<file path="config.mk">
export PLATFORM = sky130hd
export DESIGN_NAME = cfpf_div
export DESIGN_NICKNAME = d
export VERILOG_FILES = /design/src/hw/rtl/cfpf_pkg.sv /design/src/hw/rtl/cfpf_div.sv
export SDC_FILE = /design/constraint.sdc
export NUM_CORES = 1
export LEC_CHECK = 0
export BUFFER_PORTS_ARGS = -buffer_cell sky130_fd_sc_hd__clkbuf_2
export CORE_MARGIN = 5
export CORE_UTILIZATION = 35
export DETAILED_ROUTE_END_ITERATION = 16
export HOLD_SLACK_MARGIN = 0.06
export PLACE_DENSITY = 0.54
export SYNTH_ARGS = -nofsm -noshare
export SYNTH_HDL_FRONTEND = slang
export SYNTH_SLANG_ARGS = --single-unit
export TNS_END_PERCENT = 20
</file>
<file path="constraint.sdc">
create_clock -name clk -period 12.11 [get_ports clk]
set_clock_uncertainty 0.05 [all_clocks]
set_input_delay 1.8165 -clock clk [delete_from_list [all_inputs] [get_ports clk]]
set_output_delay 1.8165 -clock clk [all_outputs]
set_load 0.02 [all_outputs]
</file>
<file path="src/hw/rtl/cfpf_pkg.sv">
// ----------------------------------------------------------------------------
// cfpf_pkg - shared definitions of the chained-form path follower
// fixed point constants, arctangent table, micro-op encoding and program
// ----------------------------------------------------------------------------
package cfpf_pkg;

	localparam int FRAC_BITS    = 16;
	localparam int CORDIC_ITERS = 16;
	localparam int ACC_WIDTH    = 48;

	localparam int NITER     = (CORDIC_ITERS < 24) ? CORDIC_ITERS : 24;
	localparam int DIV_BITS  = 62 + FRAC_BITS;
	localparam int DIV_CNT_W = $clog2(DIV_BITS + 1);

	localparam logic signed [63:0] LIM_POS = 64'sh3FFF_FFFF_FFFF_FFFF;
	localparam logic signed [63:0] LIM_NEG = -LIM_POS;
	localparam logic signed [63:0] ONE_Q   = 64'sd1 <<< FRAC_BITS;
	localparam logic signed [63:0] ACC_MAX = (64'sd1 <<< (ACC_WIDTH - 1)) - 64'sd1;
	localparam logic signed [63:0] ACC_MIN = -ACC_MAX - 64'sd1;
	localparam logic signed [63:0] I32_MAX = 64'sd2147483647;
	localparam logic signed [63:0] I32_MIN = -64'sd2147483648;

	localparam logic signed [35:0] Q30_PI      = 36'sd3373259426;
	localparam logic signed [35:0] Q30_HALF_PI = 36'sd1686629713;
	localparam logic signed [35:0] Q30_TWO_PI  = 36'sd6746518852;
	localparam logic signed [35:0] Q30_GAIN    = 36'sd652032874;

	localparam logic [29:0] ATAN_Q30 [24] = '{
		30'd843314857, 30'd497837829, 30'd263043836, 30'd133525159, 30'd67021687,
		30'd33543516, 30'd16775851, 30'd8388437, 30'd4194283, 30'd2097149,
		30'd1048576, 30'd524288, 30'd262144, 30'd131072, 30'd65536, 30'd32768,
		30'd16384, 30'd8192, 30'd4096, 30'd2048, 30'd1024, 30'd512, 30'd256,
		30'd128
	};

	// configuration register indexes
	localparam logic [1:0] REG_GAIN_K0 = 2'd0;
	localparam logic [1:0] REG_GAIN_K2 = 2'd1;
	localparam logic [1:0] REG_GAIN_K3 = 2'd2;

	// status codes
	localparam logic [1:0] ST_OK   = 2'd0;
	localparam logic [1:0] ST_SING = 2'd1;
	localparam logic [1:0] ST_SAT  = 2'd2;

	typedef enum logic [2:0] {
		OP_MUL, OP_DIV, OP_ADD, OP_ADDI, OP_ABS, OP_CHK, OP_END
	} op_t;

	typedef enum logic [4:0] {
		R_U1, R_D, R_C, R_CR, R_K0, R_K2, R_K3, R_ONE, R_INTG,
		R_SN, R_CS, R_DDOT, R_NUMS, R_DEN, R_SDOT, R_ABSV, R_SC, R_C2,
		R_T0, R_T1, R_T2, R_T3
	} opnd_t;

	typedef struct packed {
		op_t   op;
		opnd_t a;
		opnd_t b;
		opnd_t dst;
		logic  sh30;
		logic  neg;
	} uop_t;

	// response of an iterative unit
	typedef struct packed {
		logic              done;
		logic              sat;
		logic signed [63:0] res;
	} unit_rsp_t;

	function automatic logic [63:0] mag64(input logic [63:0] v);
		return v[63] ? (~v + 64'd1) : v;
	endfunction

	// micro-program of the control law
	function automatic uop_t ucode(input logic [4:0] pc);
		uop_t u;
		u = '{OP_END, R_T0, R_T0, R_T0, 1'b0, 1'b0};
		unique case (pc)
			5'd0:  u = '{OP_MUL,  R_U1,   R_SN,   R_DDOT, 1'b1, 1'b0};
			5'd1:  u = '{OP_MUL,  R_U1,   R_CS,   R_NUMS, 1'b1, 1'b0};
			5'd2:  u = '{OP_MUL,  R_D,    R_C,    R_T0,   1'b0, 1'b1};
			5'd3:  u = '{OP_ADD,  R_ONE,  R_T0,   R_DEN,  1'b0, 1'b0};
			5'd4:  u = '{OP_CHK,  R_DEN,  R_DEN,  R_DEN,  1'b0, 1'b0};
			5'd5:  u = '{OP_DIV,  R_NUMS, R_DEN,  R_SDOT, 1'b0, 1'b0};
			5'd6:  u = '{OP_ABS,  R_SDOT, R_SDOT, R_ABSV, 1'b0, 1'b0};
			5'd7:  u = '{OP_MUL,  R_SDOT, R_D,    R_T0,   1'b0, 1'b0};
			5'd8:  u = '{OP_ADDI, R_INTG, R_T0,   R_INTG, 1'b0, 1'b0};
			5'd9:  u = '{OP_MUL,  R_SN,   R_CS,   R_SC,   1'b1, 1'b0};
			5'd10: u = '{OP_MUL,  R_CS,   R_CS,   R_C2,   1'b1, 1'b0};
			5'd11: u = '{OP_MUL,  R_ABSV, R_K0,   R_T0,   1'b0, 1'b0};
			5'd12: u = '{OP_MUL,  R_T0,   R_INTG, R_T0,   1'b0, 1'b0};
			5'd13: u = '{OP_MUL,  R_T0,   R_C2,   R_T1,   1'b1, 1'b1};
			5'd14: u = '{OP_MUL,  R_SDOT, R_K2,   R_T0,   1'b0, 1'b0};
			5'd15: u = '{OP_MUL,  R_T0,   R_D,    R_T0,   1'b0, 1'b0};
			5'd16: u = '{OP_MUL,  R_T0,   R_C2,   R_T2,   1'b1, 1'b1};
			5'd17: u = '{OP_MUL,  R_DDOT, R_C,    R_T0,   1'b0, 1'b0};
			5'd18: u = '{OP_MUL,  R_D,    R_CR,   R_T3,   1'b0, 1'b0};
			5'd19: u = '{OP_MUL,  R_T3,   R_SDOT, R_T3,   1'b0, 1'b0};
			5'd20: u = '{OP_ADD,  R_T0,   R_T3,   R_T0,   1'b0, 1'b0};
			5'd21: u = '{OP_MUL,  R_T0,   R_SC,   R_T0,   1'b1, 1'b0};
			5'd22: u = '{OP_ADD,  R_T1,   R_T2,   R_T1,   1'b0, 1'b0};
			5'd23: u = '{OP_ADD,  R_T1,   R_T0,   R_T1,   1'b0, 1'b0};
			5'd24: u = '{OP_DIV,  R_T1,   R_DEN,  R_T1,   1'b0, 1'b0};
			5'd25: u = '{OP_MUL,  R_ABSV, R_K3,   R_T0,   1'b0, 1'b0};
			5'd26: u = '{OP_MUL,  R_T0,   R_SC,   R_T0,   1'b1, 1'b1};
			5'd27: u = '{OP_ADD,  R_T1,   R_T0,   R_T1,   1'b0, 1'b0};
			5'd28: u = '{OP_MUL,  R_SDOT, R_C,    R_T0,   1'b0, 1'b0};
			5'd29: u = '{OP_ADD,  R_T1,   R_T0,   R_T1,   1'b0, 1'b0};
			default: u = '{OP_END, R_T0, R_T0, R_T0, 1'b0, 1'b0};
		endcase
		return u;
	endfunction

endpackage

</file>
<file path="src/hw/rtl/cfpf_div.sv">
// ----------------------------------------------------------------------------
// cfpf_div - iterative fixed point divider
// restoring division of (a << frac) by b, one quotient bit per cycle
// ----------------------------------------------------------------------------
module cfpf_div (
	input  logic                 clk,
	input  logic                 arst_n,
	input  logic                 start,
	input  logic signed [63:0]   a,
	input  logic signed [63:0]   b,
	output cfpf_pkg::unit_rsp_t  rsp
);

	localparam int DB = cfpf_pkg::DIV_BITS;
	localparam int CW = cfpf_pkg::DIV_CNT_W;

	logic          busy_q;
	logic          done_q;
	logic [CW-1:0] cnt_q;
	logic          neg_q;
	logic [63:0]   ub_q;
	logic [DB-1:0] dvd_q;
	logic [63:0]   rem_q, q_q;
	logic signed [63:0] res_q;
	logic          sat_q;

	logic [63:0] rem_n, q_n, q_fin, ua;
	logic        early, last, fin_sat;

	assign ua = cfpf_pkg::mag64(a);

	always_comb begin
		early = q_q[63:62] != 2'b00;
		last  = cnt_q == CW'(1);
		rem_n = {rem_q[62:0], dvd_q[DB-1]};
		q_n   = {q_q[62:0], 1'b0};
		if (rem_n >= ub_q) begin
			rem_n = rem_n - ub_q;
			q_n   = q_n | 64'd1;
		end
		if (early) begin
			q_fin   = 64'(cfpf_pkg::LIM_POS);
			fin_sat = 1'b1;
		end else if (q_n > 64'(cfpf_pkg::LIM_POS)) begin
			q_fin   = 64'(cfpf_pkg::LIM_POS);
			fin_sat = 1'b1;
		end else begin
			q_fin   = q_n;
			fin_sat = 1'b0;
		end
	end

	always_ff @(posedge clk or negedge arst_n) begin
		if (!arst_n) begin
			busy_q <= 1'b0;
			done_q <= 1'b0;
			cnt_q  <= '0;
		end else begin
			done_q <= 1'b0;
			if (start) begin
				busy_q <= 1'b1;
				cnt_q  <= CW'(DB);
			end else if (busy_q) begin
				cnt_q <= cnt_q - CW'(1);
				if (early || last) begin
					busy_q <= 1'b0;
					done_q <= 1'b1;
				end
			end
		end
	end

	always_ff @(posedge clk) begin
		if (start) begin
			neg_q <= a[63] ^ b[63];
			ub_q  <= cfpf_pkg::mag64(b);
			dvd_q <= {ua[61:0], {cfpf_pkg::FRAC_BITS{1'b0}}};
			rem_q <= '0;
			q_q   <= '0;
		end else if (busy_q) begin
			rem_q <= rem_n;
			q_q   <= q_n;
			dvd_q <= {dvd_q[DB-2:0], 1'b0};
			if (early || last) begin
				res_q <= neg_q ? -$signed(q_fin) : $signed(q_fin);
				sat_q <= fin_sat;
			end
		end
	end

	assign rsp = '{done: done_q, sat: sat_q, res: res_q};

endmodule

</file>
Word-level counts from Yosys, hierarchy flattened
Cells that the tools add are included.
{"block": "word_totals", "register_bits": 328, "input_bits": 131, "word_cells": 45, "output_inout_bits": 66}
{"block": "op_classes", "n_mux": 18, "bitwise_logic": 4, "order_cmp": 2, "eq_ne": 1, "addsub": 5, "reduce_logical": 4}
{"operator": "$mux 64", "n": 3}
{"operator": "$mux 78", "n": 2}
{"operator": "$mux 63", "n": 2}
{"operator": "$add 64x1->64 const B", "n": 1}
{"operator": "$ge 64x64->1", "n": 1}
{"operator": "$gt 64x62->1 const B", "n": 1}
{"operator": "$neg 64->64", "n": 1}
{"operator": "$not 64->64", "n": 1}
{"operator": "$sub 63x63->63", "n": 1}
{"operator": "$add 62x1->62 const B", "n": 1}
{"operator": "$mux 62", "n": 1}
{"operator": "$not 62->62", "n": 1}
{"operator": "$mux 7", "n": 2}
{"operator": "$mux 1", "n": 8}
{"operator": "$eq 7x1->1 const B", "n": 1}
{"operator": "$sub 7x1->7 const B", "n": 1}
{"operator": "$reduce_bool 2->1", "n": 2}
{"operator": "$reduce_and 3->1", "n": 1}
{"operator": "$logic_or 1x1->1", "n": 1}
{"operator": "$not 1->1", "n": 1}
{"operator": "$xor 1x1->1", "n": 1}

Depth between registers and ports, before layout
{"block": "logic_depth", "word_depth": 7, "depth_mapped": 23, "mapped_depth_nobuf": 21}

Worst setup path after synthesis
Ideal clock, no wire load.
{"block": "synth_timing", "path_kind": "reg2reg", "startpoint": "register dvd_q[77]", "endpoint": "register res_q[34] (data pin)", "path_buffers": 2, "arrival_time_ns": 5.486, "slack_ns": 6.313, "path_stages_with_launch": 23, "synth_period_minus_slack_ns": 5.797, "setup_ns": 0.261, "required_time_ns": 11.799, "cell_sequence": "edfxtp_1 -> inv_1 -> ha_1 -> fa_1 -> nor2b_1 -> o31a_1 -> o21a_1 -> a211oi_1 -> o21ba_2 -> o31a_1 -> clkbuf_1 -> clkbuf_1 -> nand2_1 -> inv_1 -> ha_1 -> nand2_1 -> nor4_1 -> nand2_1 -> or4_4 -> or3_1 -> or3_1 -> or4b_1 -> a221o_1"}
{"block": "synth_between", "elab_chain_len": 7}
{"element": "start: declaration", "line": "cfpf_div.sv:22", "text": "logic [DB-1:0] dvd_q;"}
{"element": "start signal: assignment", "line": "cfpf_div.sv:77", "text": "dvd_q <= {ua[61:0], {cfpf_pkg::FRAC_BITS{1'b0}}};"}
{"element": "start signal: assignment", "line": "cfpf_div.sv:83", "text": "dvd_q <= {dvd_q[DB-2:0], 1'b0};"}
{"element": "$ge 64x64->1 *", "line": "cfpf_div.sv:37", "text": "if (rem_n >= ub_q) begin"}
{"element": "$mux 1 *", "line": "cfpf_div.sv:37"}
{"element": "$gt 64x62->1", "line": "cfpf_div.sv:44", "text": "end else if (q_n > 64'(cfpf_pkg::LIM_POS)) begin"}
{"element": "$mux 64 *", "line": "cfpf_div.sv:44"}
{"element": "$mux 64 *", "line": "cfpf_div.sv:41", "text": "if (early) begin"}
{"element": "named net q_fin[0]", "line": "cfpf_div.sv:27", "text": "logic [63:0] rem_n, q_n, q_fin, ua;"}
{"element": "$neg 64->64 *", "line": "cfpf_div.sv:85", "text": "res_q <= neg_q ? -$signed(q_fin) : $signed(q_fin);"}
{"element": "$mux 64 *", "line": "cfpf_div.sv:85"}
{"element": "end signal: assignment", "line": "cfpf_div.sv:85"}
{"element": "end: declaration", "line": "cfpf_div.sv:24", "text": "logic signed [63:0] res_q;"}
Mark *: on every way through the listed nets, which the timed path passes. The rest lies on a longest branch.
A chain may end at the register's enable or synchronous reset.

Worst setup path after layout
{"block": "layout_timing", "startpoint": "register dvd_q[77]", "endpoint": "register res_q[52] (data pin)"}
Same word-level chain as after synthesis.

==> key figures <==
STA
  – Final hold viol count: 0
  – Slew Viols, Final: 0
  – Sum Neg Setup Slack: 0 ns
  – Fmax achieved: 0.155 GHz
  – RSZ-0062 raised after global routing: false
  – Period minus WS final: 6.46 ns
  – WHS: 0.442 ns
  – Final period util: 53.3%
  – Slew margin rel.: 20.0%
  – Tightest Pin Transition: 1.20 ns
  – Setup violators final: 0

Worst setup path
  – Worst Setup Path Type: reg -> reg
  – Crit path cell chain: inv_1, ha_1, fa_1, nor2b_1, o31a_1, o21a_1, a211oi_1, o21ba_2, o31a_2, nand2_1, inv_1, ha_1, nand2_1, nor4_1, nand2_1, or4_4, nor4_1, nand4b_1, or4_1, a221o_1
  – Max FO, Critical Path: 10
  – CP max stage delay: 0.68 ns
  – Cell mode on critical path: nand2_1
  – CP max-delay cell: a211oi_1
  – Critical Path RT: 12.35 ns
  – Critical path buffers and inverters: 2
  – Element type at the critical path end: flop
  – Cell family with most CP delay: simple AND/OR/NAND/NOR gates
  – Critical Path AT: 6.70 ns
  – Startpoint types: flop

Global routing
  – First-pass GRT wire length: 82800 um
  – Initial antenna violation count: 0
  – Congestion Overflow GR: 0
  – Vias in the first global route: 15.9k
  – Global-route total usage across every layer: 16.2%
  – Largest net degree at the start of global routing: 177

Yosys
  – Main flop type after synthesis: edfxtp_1
  – Syn_area_per_cell: 9.05 sq um
  – Register area share after synthesis: 42.9%
  – Synth Cell Area: 0.0199 sq mm
  – Post-synth ARST share: 2.74%
  – Xor and xnor area share after synthesis: 9.56%
  – Multiplexer share of the synthesized area: 3.84%
  – Post-Synth Adder-Cell Area: 4.44%
  – Number of synthesized flops with an enable pin: 192
  – Unique masters post-synth: 71
  – Compound-Gate Fraction of Synth Area: 18.1%
  – YS warnings: 0
  – Largest family of logic cells by synthesized area: compound AO/OA/AOI/OAI gates
  – Synth Net Count: 2397
  – Mapped Cells: 2196
  – Synthesized flop and latch total: 328
  – Post-Synth Simple-Gate Area: 17.1%

Clocking
  – Hold Buf Count CTS: 0
  – Worst skew pair latency: 0.55 ns
  – CTS sink count: 328
  – CTS buffer count: 39
  – Setup bufs post-CTS: 0
  – CTS H-tree lvls: 2
  – Clock Path Buffers: 3
  – CTS clk-pin slew, worst paths: 0.06 ns
  – Gates resized, CTS repair: 0
  – CTS tree: done
  – Root Buffer: clkbuf_16

Cells and area
  – Final non-filler cell total: 3117
  – Post-layout net count: 2532
  – Share of post-route cells with drive strength above 1: 13.0%
  – Final Instance Area: 0.0229 sq mm
  – Layout area overhead: 15.1%

Floorplanning
  – I/O pin count: 197
  – Overall die height: 248 um
  – # rows: 87
  – Initial core utilization: 35.3%
  – Core region area: 0.0564 sq mm
  – Overall die width: 248 um
  – Die ar.: 0.0617 sq mm

Run status
  – Status: complete, no violations

Route
  – Via count: 16.5k
  – Post-route DRC violation count: 0
  – WL/cell: 16.4 um
  – First-pass DRT Iterations: 5
  – Routed Antenna Nets: 0
  – Vias per cell: 5.29
  – Initial DRC Count: 896
  – Routed WL: 51200 um

Power
  – Pwr Total: 2.81 mW
  – VDD IR-drop max: 0.0755 mV
  – Leak: 9.49 nW
  – Power Dens Cells: 123 mW/mm^2

Min path
  – Min-Delay Path Class: reg -> reg

Placement
  – Placed Instances: 3046
  – Area after DPL: 0.0215 sq mm
  – Final Wtd Congestion: 0.897
  – PortBufs: 195
  – Post-DP HPWL: 36100 um

Flow run
  – Max-Cap Viols: 0
-- cells by family after synthesis --
logic type      Yosys count
simple gates            733
compound gates          562
flops                   328
xor+xnor                217
buf+inv                 210
mux                      76
fa+ha+maj                70
-- metrics by stage --
step	util, %	setup slack (ns)
detailed placement	38.2	5.61
global route	40.6	5.31
global placement	38.2	5.67
finish	40.6	5.65
floorplan	-	6.31
CTS	40.6	5.58
-- final cells by class --
cell class | instances | area (sq um)
Fill cell | 5663 | 33500
Multi-Input combinational cell | 1658 | 10600
Sequential cell | 328 | 8540
Timing Repair Buffer | 209 | 1100
Clock buffer | 49 | 1020
Tap cell | 756 | 946
Inverter | 95 | 357
Clock inverter | 21 | 344
Antenna cell | 1 | 2.50
-- layer usage --
metal / GRT usage [%] / vias to the layer above / wire length (um)
li1: - / 8244 / -
met1: 21.9 / 7796 / 23600
met2: 27.0 / 351 / 23900
met3: 2.11 / 88 / 2350
met4: 5.44 / 0 / 1400
met5: 0 / - / 0
-- cell usage after synthesis (14+ instances only) --
cell type  count  area, sq um
nor2_1       303         1140
edfxtp_1     192         5770
nand2_1      187          702
a21oi_1      174          871
o21ai_0      128          641
dfxtp_1      127         2540
xor2_1       119         1040
clkbuf_1      99          372
xnor2_1       98          858
inv_1         94          353
mux2i_1       74          741
ha_1          69          863
o31ai_1       60          450
nor3_1        38          190
or3_1         34          213
a21o_1        31          233
a211oi_1      27          203
or4_1         26          195
nand3_1       24          120
nand4_1       24          150
o41ai_1       23          201
a311oi_1      20          175
nand2b_1      18          113
nor4_1        18          113
or2_2         14         87.6
-- where the power goes --
part / internal [mW] / switching, mW
Clock: 0.793 / 0.478
Combinational: 0.108 / 0.178
Sequential: 1.24 / 0.0160
Total: 2.14 / 0.672
-- final timing paths --
check	from	endpoint	slack, ns	depth (start not counted)
max in group asynchronous	arst_n	busy_q	10.72	1
setup reg to reg	dvd_q[77]	res_q[52]	5.65	20
min in group asynchronous	arst_n	busy_q	1.07	1
hold / removal	rem_q[43]	rem_q[43]	0.44	2
setup / recovery	dvd_q[77]	res_q[52]	5.65	20
hold reg to reg	rem_q[43]	rem_q[43]	0.44	2
-- placed cells by master (no fill, tap or decap), types with 34 or more instances in the layout --
cell type  instances
mux2i_1           74
clkbuf_2         194
o31ai_1           59
xnor2_1           98
a21oi_1          174
nand2_1          187
edfxtp_1         192
nor2_1           301
clkbuf_16         39
ha_1              69
inv_1             93
xor2_1           119
o21ai_0          128
dfxtp_1          127
nor3_1            38
or3_1             34
-- sequential cells by signal, indices dropped and copies added (netlist names) --
register / cells
q_q: 64
res_q: 64
ub_q: 64
rem_q: 63
dvd_q: 62
cnt_q: 7
busy_q: 1
done_q: 1
neg_q: 1
sat_q: 1
-- worst min-delay path, delay by kind of cell (launching register included) --
kind,cells,cell delay [ns]
AND/OR/NAND/NOR,1,0.07
flip-flops,1,0.33
AO/OA/AOI/OAI,1,0.05
Power figures use the tool's default switching activity.
