File: config.mk
export PLATFORM = sky130hd
export DESIGN_NAME = cfpf_mul
export DESIGN_NICKNAME = d
export VERILOG_FILES = /design/src/hw/rtl/cfpf_pkg.sv /design/src/hw/rtl/cfpf_mul.sv
export SDC_FILE = /design/constraint.sdc
export NUM_CORES = 2
export LEC_CHECK = 0
export ABC_CLOCK_PERIOD_IN_PS = 9600
export BUFFER_PORTS_ARGS = -buffer_cell sky130_fd_sc_hd__buf_4
export CAP_MARGIN = 15
export CELL_PAD_IN_SITES_DETAIL_PLACEMENT = 1
export CELL_PAD_IN_SITES_GLOBAL_PLACEMENT = 2
export CORE_ASPECT_RATIO = 1.4
export CORE_MARGIN = 2
export CORE_UTILIZATION = 37
export DETAILED_ROUTE_END_ITERATION = 7
export PLACE_DENSITY = 0.79
export REMOVE_ABC_BUFFERS = 1
export SLEW_MARGIN = 20
export SYNTH_ARGS = -nofsm -noshare
export SYNTH_HDL_FRONTEND = slang
export SYNTH_SLANG_ARGS = --single-unit
File: constraint.sdc
create_clock -name clk -period 9.6 [get_ports clk]
set_input_delay 2.88 -clock clk [delete_from_list [all_inputs] [get_ports clk]]
set_output_delay 2.88 -clock clk [all_outputs]
set_load 0.1 [all_outputs]
File: src/hw/rtl/cfpf_pkg.sv
// ----------------------------------------------------------------------------
// cfpf_pkg - shared definitions of the chained-form path follower
// fixed point constants, arctangent table, micro-op encoding and program
// ----------------------------------------------------------------------------
package cfpf_pkg;

	localparam int FRAC_BITS    = 16;
	localparam int CORDIC_ITERS = 16;
	localparam int ACC_WIDTH    = 48;

	localparam int NITER     = (CORDIC_ITERS < 24) ? CORDIC_ITERS : 24;
	localparam int DIV_BITS  = 62 + FRAC_BITS;
	localparam int DIV_CNT_W = $clog2(DIV_BITS + 1);

	localparam logic signed [63:0] LIM_POS = 64'sh3FFF_FFFF_FFFF_FFFF;
	localparam logic signed [63:0] LIM_NEG = -LIM_POS;
	localparam logic signed [63:0] ONE_Q   = 64'sd1 <<< FRAC_BITS;
	localparam logic signed [63:0] ACC_MAX = (64'sd1 <<< (ACC_WIDTH - 1)) - 64'sd1;
	localparam logic signed [63:0] ACC_MIN = -ACC_MAX - 64'sd1;
	localparam logic signed [63:0] I32_MAX = 64'sd2147483647;
	localparam logic signed [63:0] I32_MIN = -64'sd2147483648;

	localparam logic signed [35:0] Q30_PI      = 36'sd3373259426;
	localparam logic signed [35:0] Q30_HALF_PI = 36'sd1686629713;
	localparam logic signed [35:0] Q30_TWO_PI  = 36'sd6746518852;
	localparam logic signed [35:0] Q30_GAIN    = 36'sd652032874;

	localparam logic [29:0] ATAN_Q30 [24] = '{
		30'd843314857, 30'd497837829, 30'd263043836, 30'd133525159, 30'd67021687,
		30'd33543516, 30'd16775851, 30'd8388437, 30'd4194283, 30'd2097149,
		30'd1048576, 30'd524288, 30'd262144, 30'd131072, 30'd65536, 30'd32768,
		30'd16384, 30'd8192, 30'd4096, 30'd2048, 30'd1024, 30'd512, 30'd256,
		30'd128
	};

	// configuration register indexes
	localparam logic [1:0] REG_GAIN_K0 = 2'd0;
	localparam logic [1:0] REG_GAIN_K2 = 2'd1;
	localparam logic [1:0] REG_GAIN_K3 = 2'd2;

	// status codes
	localparam logic [1:0] ST_OK   = 2'd0;
	localparam logic [1:0] ST_SING = 2'd1;
	localparam logic [1:0] ST_SAT  = 2'd2;

	typedef enum logic [2:0] {
		OP_MUL, OP_DIV, OP_ADD, OP_ADDI, OP_ABS, OP_CHK, OP_END
	} op_t;

	typedef enum logic [4:0] {
		R_U1, R_D, R_C, R_CR, R_K0, R_K2, R_K3, R_ONE, R_INTG,
		R_SN, R_CS, R_DDOT, R_NUMS, R_DEN, R_SDOT, R_ABSV, R_SC, R_C2,
		R_T0, R_T1, R_T2, R_T3
	} opnd_t;

	typedef struct packed {
		op_t   op;
		opnd_t a;
		opnd_t b;
		opnd_t dst;
		logic  sh30;
		logic  neg;
	} uop_t;

	// response of an iterative unit
	typedef struct packed {
		logic              done;
		logic              sat;
		logic signed [63:0] res;
	} unit_rsp_t;

	function automatic logic [63:0] mag64(input logic [63:0] v);
		return v[63] ? (~v + 64'd1) : v;
	endfunction

	// micro-program of the control law
	function automatic uop_t ucode(input logic [4:0] pc);
		uop_t u;
		u = '{OP_END, R_T0, R_T0, R_T0, 1'b0, 1'b0};
		unique case (pc)
			5'd0:  u = '{OP_MUL,  R_U1,   R_SN,   R_DDOT, 1'b1, 1'b0};
			5'd1:  u = '{OP_MUL,  R_U1,   R_CS,   R_NUMS, 1'b1, 1'b0};
			5'd2:  u = '{OP_MUL,  R_D,    R_C,    R_T0,   1'b0, 1'b1};
			5'd3:  u = '{OP_ADD,  R_ONE,  R_T0,   R_DEN,  1'b0, 1'b0};
			5'd4:  u = '{OP_CHK,  R_DEN,  R_DEN,  R_DEN,  1'b0, 1'b0};
			5'd5:  u = '{OP_DIV,  R_NUMS, R_DEN,  R_SDOT, 1'b0, 1'b0};
			5'd6:  u = '{OP_ABS,  R_SDOT, R_SDOT, R_ABSV, 1'b0, 1'b0};
			5'd7:  u = '{OP_MUL,  R_SDOT, R_D,    R_T0,   1'b0, 1'b0};
			5'd8:  u = '{OP_ADDI, R_INTG, R_T0,   R_INTG, 1'b0, 1'b0};
			5'd9:  u = '{OP_MUL,  R_SN,   R_CS,   R_SC,   1'b1, 1'b0};
			5'd10: u = '{OP_MUL,  R_CS,   R_CS,   R_C2,   1'b1, 1'b0};
			5'd11: u = '{OP_MUL,  R_ABSV, R_K0,   R_T0,   1'b0, 1'b0};
			5'd12: u = '{OP_MUL,  R_T0,   R_INTG, R_T0,   1'b0, 1'b0};
			5'd13: u = '{OP_MUL,  R_T0,   R_C2,   R_T1,   1'b1, 1'b1};
			5'd14: u = '{OP_MUL,  R_SDOT, R_K2,   R_T0,   1'b0, 1'b0};
			5'd15: u = '{OP_MUL,  R_T0,   R_D,    R_T0,   1'b0, 1'b0};
			5'd16: u = '{OP_MUL,  R_T0,   R_C2,   R_T2,   1'b1, 1'b1};
			5'd17: u = '{OP_MUL,  R_DDOT, R_C,    R_T0,   1'b0, 1'b0};
			5'd18: u = '{OP_MUL,  R_D,    R_CR,   R_T3,   1'b0, 1'b0};
			5'd19: u = '{OP_MUL,  R_T3,   R_SDOT, R_T3,   1'b0, 1'b0};
			5'd20: u = '{OP_ADD,  R_T0,   R_T3,   R_T0,   1'b0, 1'b0};
			5'd21: u = '{OP_MUL,  R_T0,   R_SC,   R_T0,   1'b1, 1'b0};
			5'd22: u = '{OP_ADD,  R_T1,   R_T2,   R_T1,   1'b0, 1'b0};
			5'd23: u = '{OP_ADD,  R_T1,   R_T0,   R_T1,   1'b0, 1'b0};
			5'd24: u = '{OP_DIV,  R_T1,   R_DEN,  R_T1,   1'b0, 1'b0};
			5'd25: u = '{OP_MUL,  R_ABSV, R_K3,   R_T0,   1'b0, 1'b0};
			5'd26: u = '{OP_MUL,  R_T0,   R_SC,   R_T0,   1'b1, 1'b1};
			5'd27: u = '{OP_ADD,  R_T1,   R_T0,   R_T1,   1'b0, 1'b0};
			5'd28: u = '{OP_MUL,  R_SDOT, R_C,    R_T0,   1'b0, 1'b0};
			5'd29: u = '{OP_ADD,  R_T1,   R_T0,   R_T1,   1'b0, 1'b0};
			default: u = '{OP_END, R_T0, R_T0, R_T0, 1'b0, 1'b0};
		endcase
		return u;
	endfunction

endpackage

File: src/hw/rtl/cfpf_mul.sv
// ----------------------------------------------------------------------------
// cfpf_mul - iterative scaled multiplier
// signed 64x64 product from four 32x32 partials, shifted, truncated, clamped
// ----------------------------------------------------------------------------
module cfpf_mul (
	input  logic                 clk,
	input  logic                 arst_n,
	input  logic                 start,
	input  logic signed [63:0]   a,
	input  logic signed [63:0]   b,
	input  logic                 sh30,
	output cfpf_pkg::unit_rsp_t  rsp
);

	logic         busy_q;
	logic         done_q;
	logic [2:0]   cnt_q;
	logic         neg_q;
	logic         sh30_q;
	logic [63:0]  ua_q, ub_q;
	logic [63:0]  p_q;
	logic [1:0]   off_q;
	logic [127:0] acc_q;
	logic signed [63:0] res_q;
	logic         sat_q;

	logic [31:0]  opa, opb;
	logic [127:0] shifted;
	logic [63:0]  mres;
	logic         ovf;

	assign opa = cnt_q[1] ? ua_q[63:32] : ua_q[31:0];
	assign opb = cnt_q[0] ? ub_q[63:32] : ub_q[31:0];

	always_comb begin
		shifted = sh30_q ? (acc_q >> 30) : (acc_q >> cfpf_pkg::FRAC_BITS);
		ovf = (|shifted[127:64]) || (shifted[63:0] > 64'(cfpf_pkg::LIM_POS));
		mres = ovf ? 64'(cfpf_pkg::LIM_POS) : shifted[63:0];
	end

	always_ff @(posedge clk or negedge arst_n) begin
		if (!arst_n) begin
			busy_q <= 1'b0;
			done_q <= 1'b0;
			cnt_q  <= '0;
		end else begin
			done_q <= 1'b0;
			if (start) begin
				busy_q <= 1'b1;
				cnt_q  <= '0;
			end else if (busy_q) begin
				cnt_q <= cnt_q + 3'd1;
				if (cnt_q == 3'd5) begin
					busy_q <= 1'b0;
					done_q <= 1'b1;
				end
			end
		end
	end

	always_ff @(posedge clk) begin
		if (start) begin
			neg_q  <= a[63] ^ b[63];
			ua_q   <= cfpf_pkg::mag64(a);
			ub_q   <= cfpf_pkg::mag64(b);
			sh30_q <= sh30;
			acc_q  <= '0;
		end else if (busy_q) begin
			if (cnt_q <= 3'd3) begin
				p_q   <= opa * opb;
				off_q <= 2'(cnt_q[1]) + 2'(cnt_q[0]);
			end
			if (cnt_q >= 3'd1 && cnt_q <= 3'd4)
				acc_q <= acc_q + ({64'd0, p_q} << {off_q, 5'd0});
			if (cnt_q == 3'd5) begin
				res_q <= neg_q ? -$signed(mres) : $signed(mres);
				sat_q <= ovf;
			end
		end
	end

	assign rsp = '{done: done_q, sat: sat_q, res: res_q};

endmodule

# Yosys cells after proc, flatten, opt, wreduce, memory -nomap -nowiden
# Cells that the tools add are included.
[word_totals]
regBits = 394
in_bits = 132
out_inout_bits = 66
wordCells = 53
[op_classes]
add_sub_neg = 6
n_mul = 1
n_lt_le_gt_ge = 4
n_eq_ne = 1
n_shift = 1
muxes = 15
bitwise = 4
reduce_logical = 7
[op_table]
columns = ["operator", "n"]
rows = [
  ["adder 128 bit", 1],
  ["adder 64 x 1 -> 64 bit (second input constant)", 2],
  ["two-way mux 64 bit", 2],
  ["NOT 64 bit", 2],
  ["left shift 64 x 7 -> 128 bit", 1],
  ["two-way mux 63 bit", 2],
  ["two-way mux 112 bit", 1],
  ["> comparator 64 x 62 -> 1 bit (second input constant)", 1],
  ["multiplier 32 x 32 -> 64 bit", 1],
  ["two-way mux 32 bit", 2],
  ["negation 64 bit", 1],
  ["OR reduction 64 bit", 1],
  ["two-way mux 1 bit", 6],
  ["two-way mux 3 bit", 2],
  ["AND reduction 3 bit", 2],
  ["adder 3 x 1 -> 3 bit (second input constant)", 1],
  ["== test 3 bit (second input constant)", 1],
  [">= comparator 3 x 1 -> 1 bit (second input constant)", 1],
  ["less-or-equal comparator 3 x 2 -> 1 bit (second input constant)", 1],
  ["less-or-equal comparator 3 bit (second input constant)", 1],
  ["adder 1 x 1 -> 2 bit", 1],
  ["AND reduction 2 bit", 1],
  ["nonzero test 2 bit", 1],
  ["logical AND 1 bit", 1],
  ["other kinds (3)", 3],
]

# Longest topological paths before layout
[logic_depth]
word_depth = 6
depth_mapped = 34
ltp_nobuf = 30

# Worst setup path after synthesis
# Ideal clock, no wire load.
[synth_timing]
path_kind = "register to register"
startpoint = "register cnt_q[0]"
endpoint = "register p_q[62] (data pin)"
setup_time_ns = 0.265
arrival_time_ns = 8.984
required_ns = 9.335
slack_ns = 0.351
stages_incl_launch_ff = 32
path_buffers = 4
period_less_slack_ns = 9.249
cell_sequence = "dfrtp_1 -> clkbuf_1 -> clkbuf_1 -> mux2i_1 -> clkbuf_1 -> nor2_1 -> fa_1 -> fa_1 -> fa_1 -> inv_1 -> fa_1 -> inv_1 -> fa_1 -> inv_1 -> fa_1 -> inv_1 -> fa_1 -> fa_1 -> ha_1 -> clkbuf_1 -> a21o_1 -> a2111oi_0 -> o31ai_1 -> a21oi_1 -> a31oi_1 -> a21oi_1 -> o21ba_2 -> o31a_1 -> o31ai_1 -> a221oi_1 -> o21ai_0 -> xor2_1"
[synth_between]
elab_chain_len = 2
[synth_lines]
columns = ["element", "line", "rtl"]
rows = [
  ["start: declaration", "cfpf_mul.sv:17", "logic [2:0] cnt_q;"],
  ["start signal: assignment", "cfpf_mul.sv:52", "cnt_q <= cnt_q + 3'd1;"],
  ["two-way mux 32 bit", "cfpf_mul.sv:33", "assign opb = cnt_q[0] ? ub_q[63:32] : ub_q[31:0];"],
  ["multiplier 32 x 32 -> 64 bit", "cfpf_mul.sv:70", "p_q <= opa * opb;"],
  ["end signal: assignment", "cfpf_mul.sv:70", ""],
  ["end: declaration", "cfpf_mul.sv:21", "logic [63:0] p_q;"],
]
# No other way between the ends.
# A chain may end at the register's enable or synchronous reset.

# Worst setup path after layout
[layout_timing]
startpoint = "register cnt_q[1]"
endpoint = "register p_q[62] (data pin)"
[layout_between]
elab_chain_len = 2
[layout_lines]
columns = ["element", "line", "rtl"]
rows = [
  ["two-way mux 32 bit", "cfpf_mul.sv:32", "assign opa = cnt_q[1] ? ua_q[63:32] : ua_q[31:0];"],
  ["multiplier 32 x 32 -> 64 bit", "cfpf_mul.sv:70", ""],
]
# No other way between the ends.

==> report_table.html <==
<table>
<tr><th>Metric</th><th>Value</th></tr>
<tr><th colspan="2">Status</th></tr>
<tr><td>Status</td><td>finished clean</td></tr>
<tr><th colspan="2">Timing</th></tr>
<tr><td>Min Tclk post-route</td><td>9.20 ns</td></tr>
<tr><td>Maximum clock frequency</td><td>around 110 MHz</td></tr>
<tr><td>Unrepaired setup endpoints after global routing</td><td>no</td></tr>
<tr><td>Number of slew-limit violations in the final report</td><td>0</td></tr>
<tr><td>Max Clock Skew</td><td>between 0.05 and 0.06 ns</td></tr>
<tr><td>Final hold violation count</td><td>0</td></tr>
<tr><td>Final setup TNS</td><td>0 ns</td></tr>
<tr><td>Pin slew with the least headroom to its limit</td><td>approximately 1.1 ns</td></tr>
<tr><td>Final setup viols</td><td>0</td></tr>
<tr><td>Slew margin rel.</td><td>25.4%</td></tr>
<tr><td>Final Cycle Share</td><td>95.9%</td></tr>
<tr><th colspan="2">Floorplan</th></tr>
<tr><td>Placement Rows</td><td>~170</td></tr>
<tr><td>Core Area</td><td>between 0.15 and 0.2 mm2</td></tr>
<tr><td>Total die area</td><td>roughly 0.16 mm2</td></tr>
<tr><td>Horizontal die dimension</td><td>approximately 340 um</td></tr>
<tr><td>Floorplan die height</td><td>approximately 480 um</td></tr>
<tr><td>Ports</td><td>about 200</td></tr>
<tr><td>Starting Density</td><td>37.2%</td></tr>
<tr><th colspan="2">Setup path</th></tr>
<tr><td>Nature of the critical path endpoint</td><td>register</td></tr>
<tr><td>Dominant cell type by count on the critical path</td><td>fa_1</td></tr>
<tr><td>Critical Path Fanout Max</td><td>19</td></tr>
<tr><td>Critical Path Source Type</td><td>register</td></tr>
<tr><td>Largest stage delay on the critical path</td><td>around 0.59 ns</td></tr>
<tr><td>Master of the slowest instance on the critical path</td><td>dfrtp_4</td></tr>
<tr><td>CP arrival</td><td>9.62 ns</td></tr>
<tr><td>Required time reported for the critical path endpoint</td><td>about 10 ns</td></tr>
<tr><td>Crit Path Class</td><td>register to register</td></tr>
<tr><th colspan="2">Drt</th></tr>
<tr><td>Antenna Nets Post-Route</td><td>0</td></tr>
<tr><td>Vias after detailed routing</td><td>just over 50000</td></tr>
<tr><td>Overall routed net length</td><td>253000 um</td></tr>
<tr><td>First-iteration detailed-routing DRC count</td><td>2487</td></tr>
<tr><td>DRC violation count after routing</td><td>0</td></tr>
<tr><td>Drt first pass iters</td><td>7</td></tr>
<tr><td>Via density</td><td>5.56</td></tr>
<tr><td>Drt wl/cell</td><td>approximately 28 um</td></tr>
<tr><th colspan="2">Clock tree</th></tr>
<tr><td>Number of buffers created by CTS</td><td>47</td></tr>
<tr><td>Clock slew at reported path FFs</td><td>0.06 ns</td></tr>
<tr><td>Clock latency on the worst-skew pair</td><td>about 0.70 ns</td></tr>
<tr><td>CTS Root Cell</td><td>clkbuf_16</td></tr>
<tr><td>H-tree levels</td><td>2</td></tr>
<tr><td>Sink count of the clock tree</td><td>just under 400</td></tr>
<tr><td>Largest buffer count on any clock path</td><td>3</td></tr>
<tr><td>TritonCTS clock tree</td><td>done</td></tr>
<tr><td>Quantity of hold-fixing buffers added after cts</td><td>0</td></tr>
<tr><th colspan="2">Synthesis</th></tr>
<tr><td>EDFF count, synth</td><td>between 200 and 300</td></tr>
<tr><td>Post-synthesis instance area</td><td>a little under 0.06 mm2</td></tr>
<tr><td>Post-Syn Instances</td><td>6774</td></tr>
<tr><td>Predominant post-synthesis flop cell</td><td>edfxtp_1</td></tr>
<tr><td>Share of the yosys chip area belonging to registers</td><td>approximately 18%</td></tr>
<tr><td>Number of distinct library cells after synthesis</td><td>74</td></tr>
<tr><td>#FFs+latches synth</td><td>394</td></tr>
<tr><td>Post-synthesis area per instance</td><td>8.80 um2</td></tr>
<tr><td>Count of yosys warnings during synthesis</td><td>0</td></tr>
<tr><td>Share of flip-flops with an asynchronous set or reset after synthesis</td><td>1.27%</td></tr>
<tr><th colspan="2">Final layout</th></tr>
<tr><td>Area of all placed cells without fillers</td><td>approximately 0.066 mm2</td></tr>
<tr><td>Synth-to-Final Area Change</td><td>11.2%</td></tr>
<tr><td>Net total in the final layout</td><td>8310</td></tr>
<tr><td>Filler-free cell count of the finished design</td><td>roughly 9000</td></tr>
<tr><td>Fillers</td><td>roughly 19000</td></tr>
<tr><td>Share of layout cells above drive strength 1</td><td>under 10%</td></tr>
<tr><th colspan="2">Place</th></tr>
<tr><td>HPWL after DPL</td><td>210000 um</td></tr>
<tr><td>Port-buffer cells</td><td>197</td></tr>
<tr><td>Placed Area</td><td>about 0.065 mm2</td></tr>
<tr><td>Placer Congestion</td><td>1.08</td></tr>
<tr><td>Number of placed cells counting well taps</td><td>slightly below 9000</td></tr>
<tr><th colspan="2">Global route</th></tr>
<tr><td>Antenna violations before repair</td><td>10</td></tr>
<tr><td>Total congestion overflow after global routing</td><td>0</td></tr>
<tr><td>Number of global-route vias before repair</td><td>56100</td></tr>
<tr><td>Wire length of the first global-routing pass</td><td>370000 um</td></tr>
<tr><td>Total global-route track usage</td><td>~31%</td></tr>
<tr><td>Maximum number of pins on one net before global-route repair</td><td>118</td></tr>
<tr><th colspan="2">Min path</th></tr>
<tr><td>Classification of the worst-slack hold path</td><td>register to register</td></tr>
<tr><th colspan="2">Job</th></tr>
<tr><td>Max-capacitance violation count</td><td>0</td></tr>
</table>
-- synth_stat cells, types with 65 or more instances --
| library cell | number | area [um2] |
|---|---|---|
| a21oi_1 | 372 | 1860 |
| mux2_2 | 76 | 856 |
| clkbuf_1 | 328 | 1230 |
| o21ai_0 | 260 | 1300 |
| o31ai_1 | 65 | 488 |
| xnor2_1 | 269 | 2360 |
| nor2_1 | 843 | 3160 |
| a21o_1 | 118 | 886 |
| nand4_1 | 76 | 475 |
| ha_1 | 397 | 4970 |
| mux2i_1 | 145 | 1450 |
| fa_1 | 897 | 18000 |
| xor2_1 | 76 | 666 |
| nand2_1 | 823 | 3090 |
| edfxtp_1 | 261 | 7840 |
| inv_1 | 937 | 3520 |
| dfxtp_1 | 128 | 2560 |
-- metal layers --
layer	vias to the layer above	wire (um)	global-route usage, %
li1	22200	-	-
met1	25800	86800	31.3
met2	1526	131000	56.5
met3	705	10800	4.00
met4	6	24400	24.2
met5	-	41	0
-- placed cells by master (no fill, tap or decap), types with 19 or more instances in the layout --
cell / count
inv_1: 937
fa_1: 897
nor2_1: 840
nand2_1: 823
ha_1: 397
buf_4: 381
a21oi_1: 372
xnor2_1: 269
edfxtp_1: 261
o21ai_0: 260
dfxtp_1: 128
a21o_1: 118
mux2i_1: 94
nand4_1: 76
xor2_1: 76
mux2_2: 73
o31ai_1: 63
nand3_1: 57
nor2b_1: 55
clkbuf_16: 47
o21bai_1: 46
and2_1: 46
mux2i_2: 44
nor3_1: 44
or3_1: 42
a22o_1: 39
nand2b_1: 39
or4_1: 35
o41ai_1: 26
o21a_1: 25
buf_12: 22
a31oi_1: 20
nor4_1: 19
-- cell type report --
type                    instances  area, um2  share of cell area [%]
clock inverters                36        428                   0.645
flip-flops and latches        394      10500                    15.9
clock buffers                  52       1200                    1.82
multi-input cells            5093      44600                    67.2
repair buffers                410       3380                    5.10
well taps                    2112       2640                    3.98
inverters                     938       3520                    5.31
diodes                          7       17.5                  0.0264
-- state kept, by name (all words and copies together), names as in the netlist --
| register | cells |
|---|---|
| cnt_q | 3 |
| res_q | 64 |
| neg_q | 1 |
| ub_q | 64 |
| ua_q | 64 |
| sh30_q | 1 |
| acc_q | 128 |
| busy_q | 1 |
| sat_q | 1 |
| off_q | 2 |
| done_q | 1 |
| p_q | 64 |
-- through the flow --
stage / hold slack [ns] / worst slack, ns / util, %
4_1_cts: 0.462 / 0.185 / 41.3
2_1_floorplan: 0.430 / -0.792 / -
5_1_grt: 0.479 / 0.000917 / 41.4
6_report: 0.460 / 0.398 / 41.4
3_3_place_gp: 0.446 / 0.330 / 40.3
3_5_place_dp: 0.453 / 0.205 / 40.3
-- logic make-up after synthesis --
logic type	count (synthesis)	synth area share, %
AO/OA/AOI/OAI	1091	11.4
buffers and inverters	1287	8.12
flip-flops	394	17.6
XOR/XNOR	345	5.07
adder cells (fa/ha/maj)	1294	38.4
AND/OR/NAND/NOR	2142	15.5
multiplexers	221	3.87
-- repair_timing --
action | in CTS | in global routing
buffers inserted | 0 | 6
gates resized for setup | 0 | 11
setup endpoints to repair | 0 | 10
-- critical path, delay by kind of cell (launching register included) --
family,cells,cell delay (ns)
fa+ha+maj,9,4.12
flops,1,0.59
simple gates,1,0.11
xor+xnor,1,0.09
buf+inv,7,1.18
mux,1,0.23
compound gates,11,2.62
-- worst paths after layout --
check                                end  slack (ns)  cells after the start  startpoint
min in group asynchronous         done_q        2.06                      1      arst_n
worst max register to register   p_q[62]        0.40                     30    cnt_q[1]
worst min register to register  acc_q[6]        0.46                      2    acc_q[6]
worst max-delay path             p_q[62]        0.40                     30    cnt_q[1]
worst min-delay path            acc_q[6]        0.46                      2    acc_q[6]
max in group asynchronous       cnt_q[1]        7.22                      1      arst_n
Power is not shown: default switching activity piles up to over one toggle a cycle in this logic, so the estimate is an artifact.
